--- src/hw/rtl/dmf_pkg.sv ---
// Package for the demo message framer: payload types, register indexes and constants.
`timescale 1ns / 1ps
package dmf_pkg;

	// Buffer limit; bytes beyond it are dropped, only the last mark still counts
	localparam int unsigned MAX_BUFFER_BYTES = 65536;
	localparam int unsigned BYTES_W          = $clog2(MAX_BUFFER_BYTES + 1);

	// Message layout constants
	localparam logic [3:0]  SET_TOTAL_LEN  = 4'd10;
	localparam logic [3:0]  MULTI_LEN_OFS  = 4'd6;
	localparam logic [3:0]  OTHER_LEN_OFS  = 4'd2;
	localparam logic [3:0]  HP_PAYLOAD     = 4'd15;
	localparam logic [16:0] COUNT_MAX      = 17'h1FFFF;
	localparam logic [23:0] TIME_MAX       = 24'hFFFFFF;

	// Configuration register indexes
	typedef enum logic [1:0] {
		REG_TYPE_MASK  = 2'd0,
		REG_SET_CODE   = 2'd1,
		REG_MULTI_CODE = 2'd2
	} cfg_reg_t;

	// Kind of the message in progress
	typedef enum logic [1:0] {
		KIND_NONE  = 2'd0,
		KIND_SET   = 2'd1,
		KIND_MULTI = 2'd2,
		KIND_OTHER = 2'd3
	} msg_kind_t;

	typedef struct packed {
		logic [7:0] data_byte;
		logic       last_byte;
	} in_item_t;

	typedef struct packed {
		logic [16:0] complete_bytes;
		logic [23:0] time_total;
	} out_item_t;

endpackage

--- src/hw/rtl/demo_message_framer.sv ---
// Demo message framer: frames a byte stream of demo messages and reports whole-message totals.
//
//  channel | direction | handshake             | payload
//  --------+-----------+-----------------------+------------------------------------
//  in      | sink      | in_valid / in_ready   | in_data  (data_byte, last_byte)
//  out     | source    | out_valid / out_ready | out_data (complete_bytes, time_total)
//  cfg     | sink      | cfg_valid / cfg_ready | cfg_index, cfg_data (always ready)
//
// One byte per cycle sustained unless a result stalls: a byte is captured in the input
// register, framed by the combinational next-state logic, and on the last byte the
// totals land in the output register when that staged byte moves on.
// The longest path is the 33-bit length add and saturating count compare.
// Reset clears all framing state and loads the register defaults; no clearing pass.
// A stalled result only holds back a following last byte; other bytes keep flowing.
`timescale 1ns / 1ps
module demo_message_framer
	import dmf_pkg::*;
(
	input  logic             clk,
	input  logic             arst_n,
	input  logic             in_valid,
	output logic             in_ready,
	input  in_item_t         in_data,
	output logic             out_valid,
	input  logic             out_ready,
	output out_item_t        out_data,
	input  logic             cfg_valid,
	output logic             cfg_ready,
	input  logic [1:0]       cfg_index,
	input  logic [7:0]       cfg_data
);

	// Configuration registers
	logic [7:0] type_mask_q, set_code_q, multi_code_q;

	// Input register
	logic       valid_s1;
	in_item_t   item_s1;

	// Framing state
	logic [3:0]         hp_q, hp_d;
	msg_kind_t          kind_q, kind_d;
	logic [31:0]        len_q, len_d;
	logic [31:0]        left_q, left_d;
	logic [7:0]         ptime_q, ptime_d;
	logic [16:0]        count_q, count_d;
	logic [23:0]        tsum_q, tsum_d;
	logic [BYTES_W-1:0] seen_q, seen_d;

	// Output register
	logic      out_valid_q;
	out_item_t out_item_q;

	logic       advance;
	logic       take;
	logic       finish;
	logic [7:0] masked;
	logic [3:0] ofs;
	logic [1:0] lane;
	logic [32:0] total;
	logic [33:0] count_sum;
	logic [24:0] time_sum_w;
	logic [16:0] count_fin;
	logic [23:0] tsum_fin;

	assign cfg_ready = 1'b1;

	// Configuration writes; unlisted indexes are ignored
	always_ff @(posedge clk or negedge arst_n) begin
		if (!arst_n) begin
			type_mask_q  <= 8'd7;
			set_code_q   <= 8'd2;
			multi_code_q <= 8'd3;
		end else if (cfg_valid && cfg_ready) begin
			case (cfg_index)
				REG_TYPE_MASK:  type_mask_q  <= cfg_data;
				REG_SET_CODE:   set_code_q   <= cfg_data;
				REG_MULTI_CODE: multi_code_q <= cfg_data;
				default: ;
			endcase
		end
	end

	// The staged byte moves on unless it is a last byte and the result slot is full
	assign advance  = valid_s1 && (!item_s1.last_byte || !out_valid_q || out_ready);
	assign in_ready = !valid_s1 || advance;

	always_ff @(posedge clk or negedge arst_n) begin
		if (!arst_n) begin
			valid_s1 <= 1'b0;
		end else if (in_ready) begin
			valid_s1 <= in_valid;
		end
	end

	always_ff @(posedge clk) begin
		if (in_valid && in_ready) begin
			item_s1 <= in_data;
		end
	end

	// Message totals used when a message completes
	always_comb begin
		case (kind_q)
			KIND_SET:   total = 33'(SET_TOTAL_LEN);
			KIND_MULTI: total = {1'b0, len_q} + 33'(MULTI_LEN_OFS) + 33'd4;
			default:    total = {1'b0, len_q} + 33'(OTHER_LEN_OFS) + 33'd4;
		endcase
		count_sum  = {17'd0, count_q} + {1'b0, total};
		time_sum_w = {1'b0, tsum_q} + {17'd0, ptime_q};
		count_fin  = (count_sum > 34'(COUNT_MAX)) ? COUNT_MAX : count_sum[16:0];
		tsum_fin   = (time_sum_w > 25'(TIME_MAX)) ? TIME_MAX : time_sum_w[23:0];
	end

	assign masked = item_s1.data_byte & type_mask_q;
	assign ofs    = (kind_q == KIND_MULTI) ? MULTI_LEN_OFS : OTHER_LEN_OFS;
	assign lane   = hp_q[1:0] - ofs[1:0];
	assign take   = advance && (seen_q < BYTES_W'(MAX_BUFFER_BYTES));

	// Next framing state for the staged byte
	always_comb begin
		hp_d    = hp_q;
		kind_d  = kind_q;
		len_d   = len_q;
		left_d  = left_q;
		ptime_d = ptime_q;
		count_d = count_q;
		tsum_d  = tsum_q;
		seen_d  = seen_q;
		finish  = 1'b0;
		if (take) begin
			seen_d = seen_q + BYTES_W'(1);
			case (hp_q)
				4'd0: begin
					ptime_d = item_s1.data_byte;
					hp_d    = 4'd1;
				end
				4'd1: begin
					if (masked == set_code_q) begin
						kind_d = KIND_SET;
						left_d = 32'(SET_TOTAL_LEN) - 32'd2;
						hp_d   = HP_PAYLOAD;
					end else begin
						kind_d = (masked == multi_code_q) ? KIND_MULTI : KIND_OTHER;
						hp_d   = 4'd2;
					end
				end
				HP_PAYLOAD: begin
					left_d = left_q - 32'd1;
					finish = (left_q == 32'd1);
				end
				default: begin
					// Length field bytes, little-endian
					if (hp_q >= ofs) begin
						len_d = len_q | ({24'd0, item_s1.data_byte} << {lane, 3'b000});
					end
					if (hp_q == ofs + 4'd3) begin
						if (len_d == 32'd0) begin
							finish = 1'b1;
						end else begin
							left_d = len_d;
							hp_d   = HP_PAYLOAD;
						end
					end else begin
						hp_d = hp_q + 4'd1;
					end
				end
			endcase
		end
		if (finish) begin
			count_d = count_fin;
			tsum_d  = tsum_fin;
			hp_d    = 4'd0;
			kind_d  = KIND_NONE;
			len_d   = 32'd0;
			left_d  = 32'd0;
		end
	end

	// Framing state; a last byte reports and clears for the next buffer
	always_ff @(posedge clk or negedge arst_n) begin
		if (!arst_n) begin
			hp_q    <= 4'd0;
			kind_q  <= KIND_NONE;
			len_q   <= 32'd0;
			left_q  <= 32'd0;
			ptime_q <= 8'd0;
			count_q <= 17'd0;
			tsum_q  <= 24'd0;
			seen_q  <= '0;
		end else if (advance && item_s1.last_byte) begin
			hp_q    <= 4'd0;
			kind_q  <= KIND_NONE;
			len_q   <= 32'd0;
			left_q  <= 32'd0;
			ptime_q <= 8'd0;
			count_q <= 17'd0;
			tsum_q  <= 24'd0;
			seen_q  <= '0;
		end else begin
			hp_q    <= hp_d;
			kind_q  <= kind_d;
			len_q   <= len_d;
			left_q  <= left_d;
			ptime_q <= ptime_d;
			count_q <= count_d;
			tsum_q  <= tsum_d;
			seen_q  <= seen_d;
		end
	end

	// Result register
	always_ff @(posedge clk or negedge arst_n) begin
		if (!arst_n) begin
			out_valid_q <= 1'b0;
		end else if (advance && item_s1.last_byte) begin
			out_valid_q <= 1'b1;
		end else if (out_ready) begin
			out_valid_q <= 1'b0;
		end
	end

	always_ff @(posedge clk) begin
		if (advance && item_s1.last_byte) begin
			out_item_q.complete_bytes <= count_d;
			out_item_q.time_total     <= tsum_d;
		end
	end

	assign out_valid = out_valid_q;
	assign out_data  = out_item_q;

	// Checks on the framing logic
	a_hp_range: assert property (@(posedge clk) disable iff (!arst_n)
		(hp_q <= 4'd9) || (hp_q == HP_PAYLOAD))
		else $error("header position outside the message layout");

	a_payload_left: assert property (@(posedge clk) disable iff (!arst_n)
		(hp_q == HP_PAYLOAD) |-> (left_q != 32'd0))
		else $error("payload state with nothing left to take");

	a_kind_known: assert property (@(posedge clk) disable iff (!arst_n)
		(hp_q >= 4'd2) |-> (kind_q != KIND_NONE))
		else $error("past the type byte without a message kind");

	a_kind_none: assert property (@(posedge clk) disable iff (!arst_n)
		(hp_q <= 4'd1) |-> (kind_q == KIND_NONE))
		else $error("message kind set before the type byte");

	a_seen_limit: assert property (@(posedge clk) disable iff (!arst_n)
		seen_q <= BYTES_W'(MAX_BUFFER_BYTES))
		else $error("byte count beyond the buffer limit");

	a_result_from_last: assert property (@(posedge clk) disable iff (!arst_n)
		(out_valid_q && !$past(out_valid_q)) |-> $past(valid_s1 && item_s1.last_byte))
		else $error("result raised without a last byte");

endmodule

--- config.mk ---
export PLATFORM = sky130hd
export DESIGN_NAME = demo_message_framer
export DESIGN_NICKNAME = d
export VERILOG_FILES = /design/src/hw/rtl/dmf_pkg.sv /design/src/hw/rtl/demo_message_framer.sv
export SDC_FILE = /design/constraint.sdc
export NUM_CORES = 1
export LEC_CHECK = 0
export BUFFER_PORTS_ARGS = -buffer_cell sky130_fd_sc_hd__buf_2
export CORE_ASPECT_RATIO = 0.6
export CORE_MARGIN = 3
export CORE_UTILIZATION = 50
export DETAILED_ROUTE_END_ITERATION = 10
export GPL_TIMING_DRIVEN = 0
export PLACE_DENSITY = 0.67
export SLEW_MARGIN = 20
export SYNTH_ARGS = -nofsm -noshare
export SYNTH_HDL_FRONTEND = slang
export SYNTH_SLANG_ARGS = --single-unit
--- constraint.sdc ---
create_clock -name clk -period 10.7 [get_ports clk]
set_input_delay 0 -clock clk [delete_from_list [all_inputs] [get_ports clk]]
set_output_delay 0 -clock clk [all_outputs]
set_load 0.1 [all_outputs]
# Word level (Yosys, flattened, before mapping)
# Index checks and enable logic that the tools add are counted.
dict set report word_totals {
  regBits 212
  in_bits 24
  out_inout_bits 44
}
dict set report classes {
  add_sub_neg 11
  n_lt_le_gt_ge 4
  n_eq_ne 16
  shift 1
  mux 46
  n_bitwise 2
  n_reduce_logical 29
}
# operator count
set op_table {}
lappend op_table {{32-bit 2-to-1 mux} 13}
lappend op_table {{32-bit one-hot mux with 3 select lines} 1}
lappend op_table {{17-bit 2-to-1 mux} 5}
lappend op_table {{24-bit 2-to-1 mux} 3}
lappend op_table {{33-bit by 3-bit adder with 33-bit output (second input constant)} 2}
lappend op_table {{33-bit one-hot mux with 2 select lines} 1}
lappend op_table {{17-bit by 33-bit adder with 34-bit output} 1}
lappend op_table {{34-bit by 17-bit > comparator with 1-bit output (second input constant)} 1}
lappend op_table {{32-bit by 2-bit adder with 33-bit output (second input constant)} 1}
lappend op_table {{32-bit by 3-bit adder with 33-bit output (second input constant)} 1}
lappend op_table {{32-bit by 1-bit equality test with 1-bit output (second input constant)} 1}
lappend op_table {{32-bit logical NOT} 1}
lappend op_table {{32-bit bitwise OR} 1}
lappend op_table {{8-bit by 5-bit left shift with 32-bit output} 1}
lappend op_table {{32-bit by 1-bit subtractor with 32-bit output (second input constant)} 1}
lappend op_table {{24-bit by 8-bit adder with 25-bit output} 1}
lappend op_table {{25-bit by 24-bit > comparator with 1-bit output (second input constant)} 1}
lappend op_table {{4-bit 2-to-1 mux} 6}
lappend op_table {{8-bit 2-to-1 mux} 3}
lappend op_table {{17-bit by 1-bit adder with 17-bit output (second input constant)} 1}
lappend op_table {{17-bit less-than comparator (second input constant)} 1}
lappend op_table {{8-bit equality test} 2}
lappend op_table {{4-bit one-hot mux with 3 select lines} 1}
lappend op_table {{2-bit AND reduction} 6}
lappend op_table {{31 further kinds} 53}

# Depth between registers and ports, before layout
dict set report logic_depth {
  word_depth 15
  depth_mapped 22
}

# Worst setup path after synthesis
# No wires, ideal clock.
dict set report synth_timing {
  path_type {reg-to-reg}
  from {register kind_q[0]}
  to {register out_item_q (netlist bit out_data[31]) (data pin)}
  setup_ps 262
  arrival_ps 4280
  setup_slack_ps 6157
  path_stages_with_launch 23
  path_cell_list {dfrtp_1 -> inv_1 -> ha_1 -> clkbuf_1 -> clkbuf_1 -> o21ai_0 -> and3_1 -> a31oi_1 -> a21oi_1 -> a21boi_0 -> ha_1 -> and4_1 -> a211oi_1 -> o21ai_0 -> a211oi_1 -> nor2_1 -> a2bb2oi_1 -> o21a_1 -> nor4_1 -> o2111a_1 -> buf_6 -> buf_4 -> a21oi_1}
}
dict set report synth_between {
  elab_chain_cells 12
  elab_cells_between_ends 19
  classes_between {2 x add/sub; 2 x order compare; 3 x eq/ne; 11 x mux; 1 x reduce/logical}
}
# item line_no
set synth_rtl {}
lappend synth_rtl {{from (decl)} demo_message_framer.sv:42} ;# msg_kind_t kind_q, kind_d;
lappend synth_rtl {{from (signal assigned)} demo_message_framer.sv:202} ;# kind_q <= kind_d;
lappend synth_rtl {{branches (longest 11 deep; another with 17-bit by 33-bit adder with 34-bit output)} n/a}
lappend synth_rtl {{17-bit 2-to-1 mux *} demo_message_framer.sv:170} ;# if (finish) begin
lappend synth_rtl {{net count_d[7]} demo_message_framer.sv:46} ;# logic [16:0] count_q, count_d;
lappend synth_rtl {{to (decl)} demo_message_framer.sv:52} ;# out_item_t out_item_q;
# Mark *: on every way through the listed nets, which the timed path passes. The select of a mux whose other input is x is not followed.
# A chain may end at the register's enable or synchronous reset.

# Worst setup path after layout
dict set report layout_timing {
  from {register kind_q[0]}
  to {register left_q[13]}
}
dict set report layout_between {
  elab_chain_cells 13
  elab_cells_between_ends 25
  classes_between {1 x add/sub; 1 x order compare; 5 x eq/ne; 14 x mux; 4 x reduce/logical}
}
# item line_no
set layout_rtl {}
lappend layout_rtl {{2-bit equality test *} demo_message_framer.sv:116} ;# assign ofs = (kind_q == KIND_MULTI) ? MULTI_LEN_OFS : OTHER_LEN_OFS;
lappend layout_rtl {{3-bit 2-to-1 mux *} demo_message_framer.sv:116}
lappend layout_rtl {{4-bit by 3-bit greater-or-equal comparator with 1-bit output} demo_message_framer.sv:154} ;# if (hp_q >= ofs) begin
lappend layout_rtl {{32-bit 2-to-1 mux} demo_message_framer.sv:154}
lappend layout_rtl {{32-bit 2-to-1 mux} demo_message_framer.sv:133} ;# case (hp_q)
lappend layout_rtl {{32-bit 2-to-1 mux} demo_message_framer.sv:131} ;# if (take) begin
lappend layout_rtl {{32-bit logical NOT} demo_message_framer.sv:158} ;# if (len_d == 32'd0) begin
lappend layout_rtl {{1-bit 2-to-1 mux} demo_message_framer.sv:158}
lappend layout_rtl {{1-bit 2-to-1 mux} demo_message_framer.sv:157} ;# if (hp_q == ofs + 4'd3) begin
lappend layout_rtl {{1-bit one-hot mux with 2 select lines} demo_message_framer.sv:133}
lappend layout_rtl {{1-bit 2-to-1 mux} demo_message_framer.sv:131}
lappend layout_rtl {{5-bit by 2-bit inequality test with 1-bit output (no line), or another cell as far along} n/a}
lappend layout_rtl {{5-bit AND reduction (no line) / 32-bit 2-to-1 mux (equally long branches)} n/a}
lappend layout_rtl {{to (signal assigned)} demo_message_framer.sv:204} ;# left_q <= left_d;
lappend layout_rtl {{to (decl)} demo_message_framer.sv:44} ;# logic [31:0] left_q, left_d;
# Mark *: on every way between the ends. The rest lies on a longest branch, timed or not. The select of a mux whose other input is x is not followed.

==> impl_metrics.py <==
metrics = {
    "outcome": {
        "status": "finished, final reports clean",
    },
    "timing": {
        "min_period_over_period_pct": 57.2,
        "clock_skew_ps": 13.4,
        "hold_viol": 0,
        "rsz0062_at_grt": "no",
        "max-slew-margin-rel_pct": 39.5,
        "worst_pin_slew_ps": 901,
        "min_period_ps": 6120,
        "fin_ws_ps": 4580,
        "drv_slew": 0,
        "hold_slack_ps": 29.6,
        "tns_ps": 0,
        "final-setup-viol-count": 0,
        "timing.fmax_ghz": 0.163,
    },
    "global_routing": {
        "grt_pass1_vias": 11100,
        "track_usage_pct": 29.3,
        "grt_overflow_total": 0,
        "grt_first_pass_wirelength_mm": 63.7,
        "grt_max_degree": 94,
        "antenna_found_initial": 1,
    },
    "power_and_ir_drop": {
        "ir_worst_vdd_v": 0.000145,
        "p_per_area_nw_per_um2": 245,
        "power.total_mw": 3.59,
        "power.leakage_nw": 6.17,
    },
    "synthesis": {
        "syn_inst": 1424,
        "ys_async_sr_fraction_pct": 76.4,
        "synth.yosys.seq_area_share_pct": 43.0,
        "synth_nets": 1487,
        "syn_area_sq_um": 12900,
        "avgSynthCellArea_sq_um": 9.08,
        "synth_flop_cell": "dfrtp_1",
        "ys.warnings.count": 0,
        "ys_types": 84,
        "synth-seq-cells": 212,
        "synth_area_leader_cell": "dfrtp_1",
        "netlist_top_cells_area": "dfrtp_1, edfxtp_1, a21oi_1, nor2_1, ha_1",
        "synth_edf_count": 50,
        "yosysTopAreaCellShare_pct": 30.2,
    },
    "placed_design": {
        "port_buffers": 66,
        "place_inst": 1815,
        "place_hpwl_mm": 30.0,
        "dp_slack_ps": 4830,
        "placed_cell_area_sq_um": 13700,
        "place_congestion": 1.02,
    },
    "drt": {
        "drt-initial-drc-count": 1531,
        "ant_nets": 0,
        "dr.pass1.iters": 5,
        "dr_total_vias": 11900,
        "wl_mm": 40.4,
        "drcViolationCount": 0,
        "wl_per_cell_um": 21.6,
        "vias_per_cell": 6.36,
    },
    "finish": {
        "nets": 1601,
        "postLayoutCoreUtil_pct": 59.2,
        "nFillCells": 2207,
        "n_antenna_cell": 0,
        "syn_to_final_growth_pct": 13.4,
        "final_area_sq_um": 14700,
        "final_cell_mix": "nor2_1, a21oi_1, dfrtp_1",
        "fin_cells": 1876,
        "layout_commonest_cell": "nor2_1",
        "drive_above_1_share_pct": 12.7,
    },
    "worst_hold_path": {
        "hp-class": "in2async",
    },
    "critical_path": {
        "cp.arrival_ps": 6540,
        "timing.rr.start": "kind_q[0]$_DFFE_PN0P_",
        "endpoint_kind": "flop",
        "timing.rr.end": "left_q[13]$_DFFE_PN0P_",
        "startpoint_type": "flop",
        "cp-endpoint": "left_q[13]$_DFFE_PN0P_",
        "r2r_cells": 17,
        "crit_start": "kind_q[0]$_DFFE_PN0P_",
        "reg2reg_setup_slack_ps": 4580,
        "worstPathRequired_ps": 11120,
        "critPathKind": "reg2reg",
        "cp_max_fo": 10,
    },
    "clock_tree": {
        "cts-root-buf": "clkbuf_16",
        "insertion_delay_ps": 540,
        "post_cts_buffers": 0,
        "cts_buffers": 22,
        "cts_htree_levels": 1,
        "path_clk_slew_ps": 60,
        "clock-sinks": 212,
        "cts_tree": "done",
        "clockBufferDepth": 3,
    },
    "floorplan": {
        "core_sq_um": 24800,
        "io_pins": 68,
        "dieArea_sq_um": 27900,
        "num_rows": 44,
        "die_h_um": 131,
        "start_util_pct": 52.2,
        "fp.dieW_um": 214,
    },
    "flow_run": {
        "drv_cap": 0,
    },
}
layout make-up:
type,instances,area (sq um),area share [%]
multi-input cells,1084,6820,46.6
flip-flops and latches,212,5560,38.0
repair buffers,90,606,4.13
clock buffers,26,576,3.93
plain buffers,94,417,2.84
well taps,322,403,2.75
clock inverters,14,140,0.956
inverters,34,128,0.871
layer usage:
metal / share of wire (%) / up-vias / track usage (%)
met5: 0.032 / - / 0
met4: 2.1 / 2 / 6.09
met3: 12 / 70 / 9.42
met2: 38 / 585 / 38.5
met1: 48 / 5821 / 46.4
li1: - / 5451 / -
worst min path at each step:
stage                     slack, ps  depth (start not counted)    startpoint                           to
after global placement          180                          1    in_data[8]         item_s1[8]$_DFFE_PP_
after CTS                        30                          4  cfg_index[1]   type_mask_q[3]$_DFFE_PN0P_
after detailed placement         20                          1        arst_n    set_code_q[6]$_DFFE_PN0P_
after global routing             50                          4  cfg_index[0]   type_mask_q[3]$_DFFE_PN0P_
after floorplan                -300                          0        arst_n         count_q[0]$_DFF_PN0_
final                            30                          2        arst_n  multi_code_q[3]$_DFFE_PN0P_
sequential cells by signal, summed over array words and instances, names as in the netlist, 4 cells and up:
register and flops:
type_mask_q 8, tsum_q 24, hp_q 4, out_data 41, ptime_q 8, multi_code_q 8, count_q 17, seen_q 17
set_code_q 8, len_q 32, left_q 32, item_s1 9
critical path: stages, from the launching register on:
cell,delay (ps)
dfrtp_1,400
inv_1,70
ha_1,130
clkbuf_1,380
clkbuf_1,470
inv_1,290
ha_1,470
o311a_1,190
clkbuf_1,490
a21o_1,360
a211oi_1,80
and4_1,230
a31oi_1,690
o211ai_1,200
a21oi_1,700
clkbuf_1,560
o21bai_1,220
nand2_1,60
logic make-up after synthesis:
logic type / count (synthesis) / share of synthesized area, %
other: 1 / 0.0290
XOR/XNOR: 74 / 5.02
adder cells (fa/ha/maj): 39 / 3.89
AND/OR/NAND/NOR: 514 / 20.1
buffers and inverters: 128 / 4.20
AO/OA/AOI/OAI: 422 / 20.8
flip-flops: 212 / 43.0
multiplexers: 34 / 2.89
where the power goes:
part	switching, mW	internal [mW]	total (mW)
clock	0.344	0.437	0.781
sequential	0.141	0.981	1.12
combinational	1.14	0.543	1.69
repair_timing:
item / in CTS / in global routing
resized for setup: 0 / 0
endpoints found under the hold margin: 146 / 0
hold buffers: 21 / 0
synthesized netlist by cell type (all sizes together) (37+ instances only):
master,number
nor2,178
a21oi,157
dfrtp,156
nand2,85
o21ai,83
clkbuf,63
edfxtp,50
nor3,44
xor2,40
nand3,38
ha,37
(Power assumes the default switching activity.)
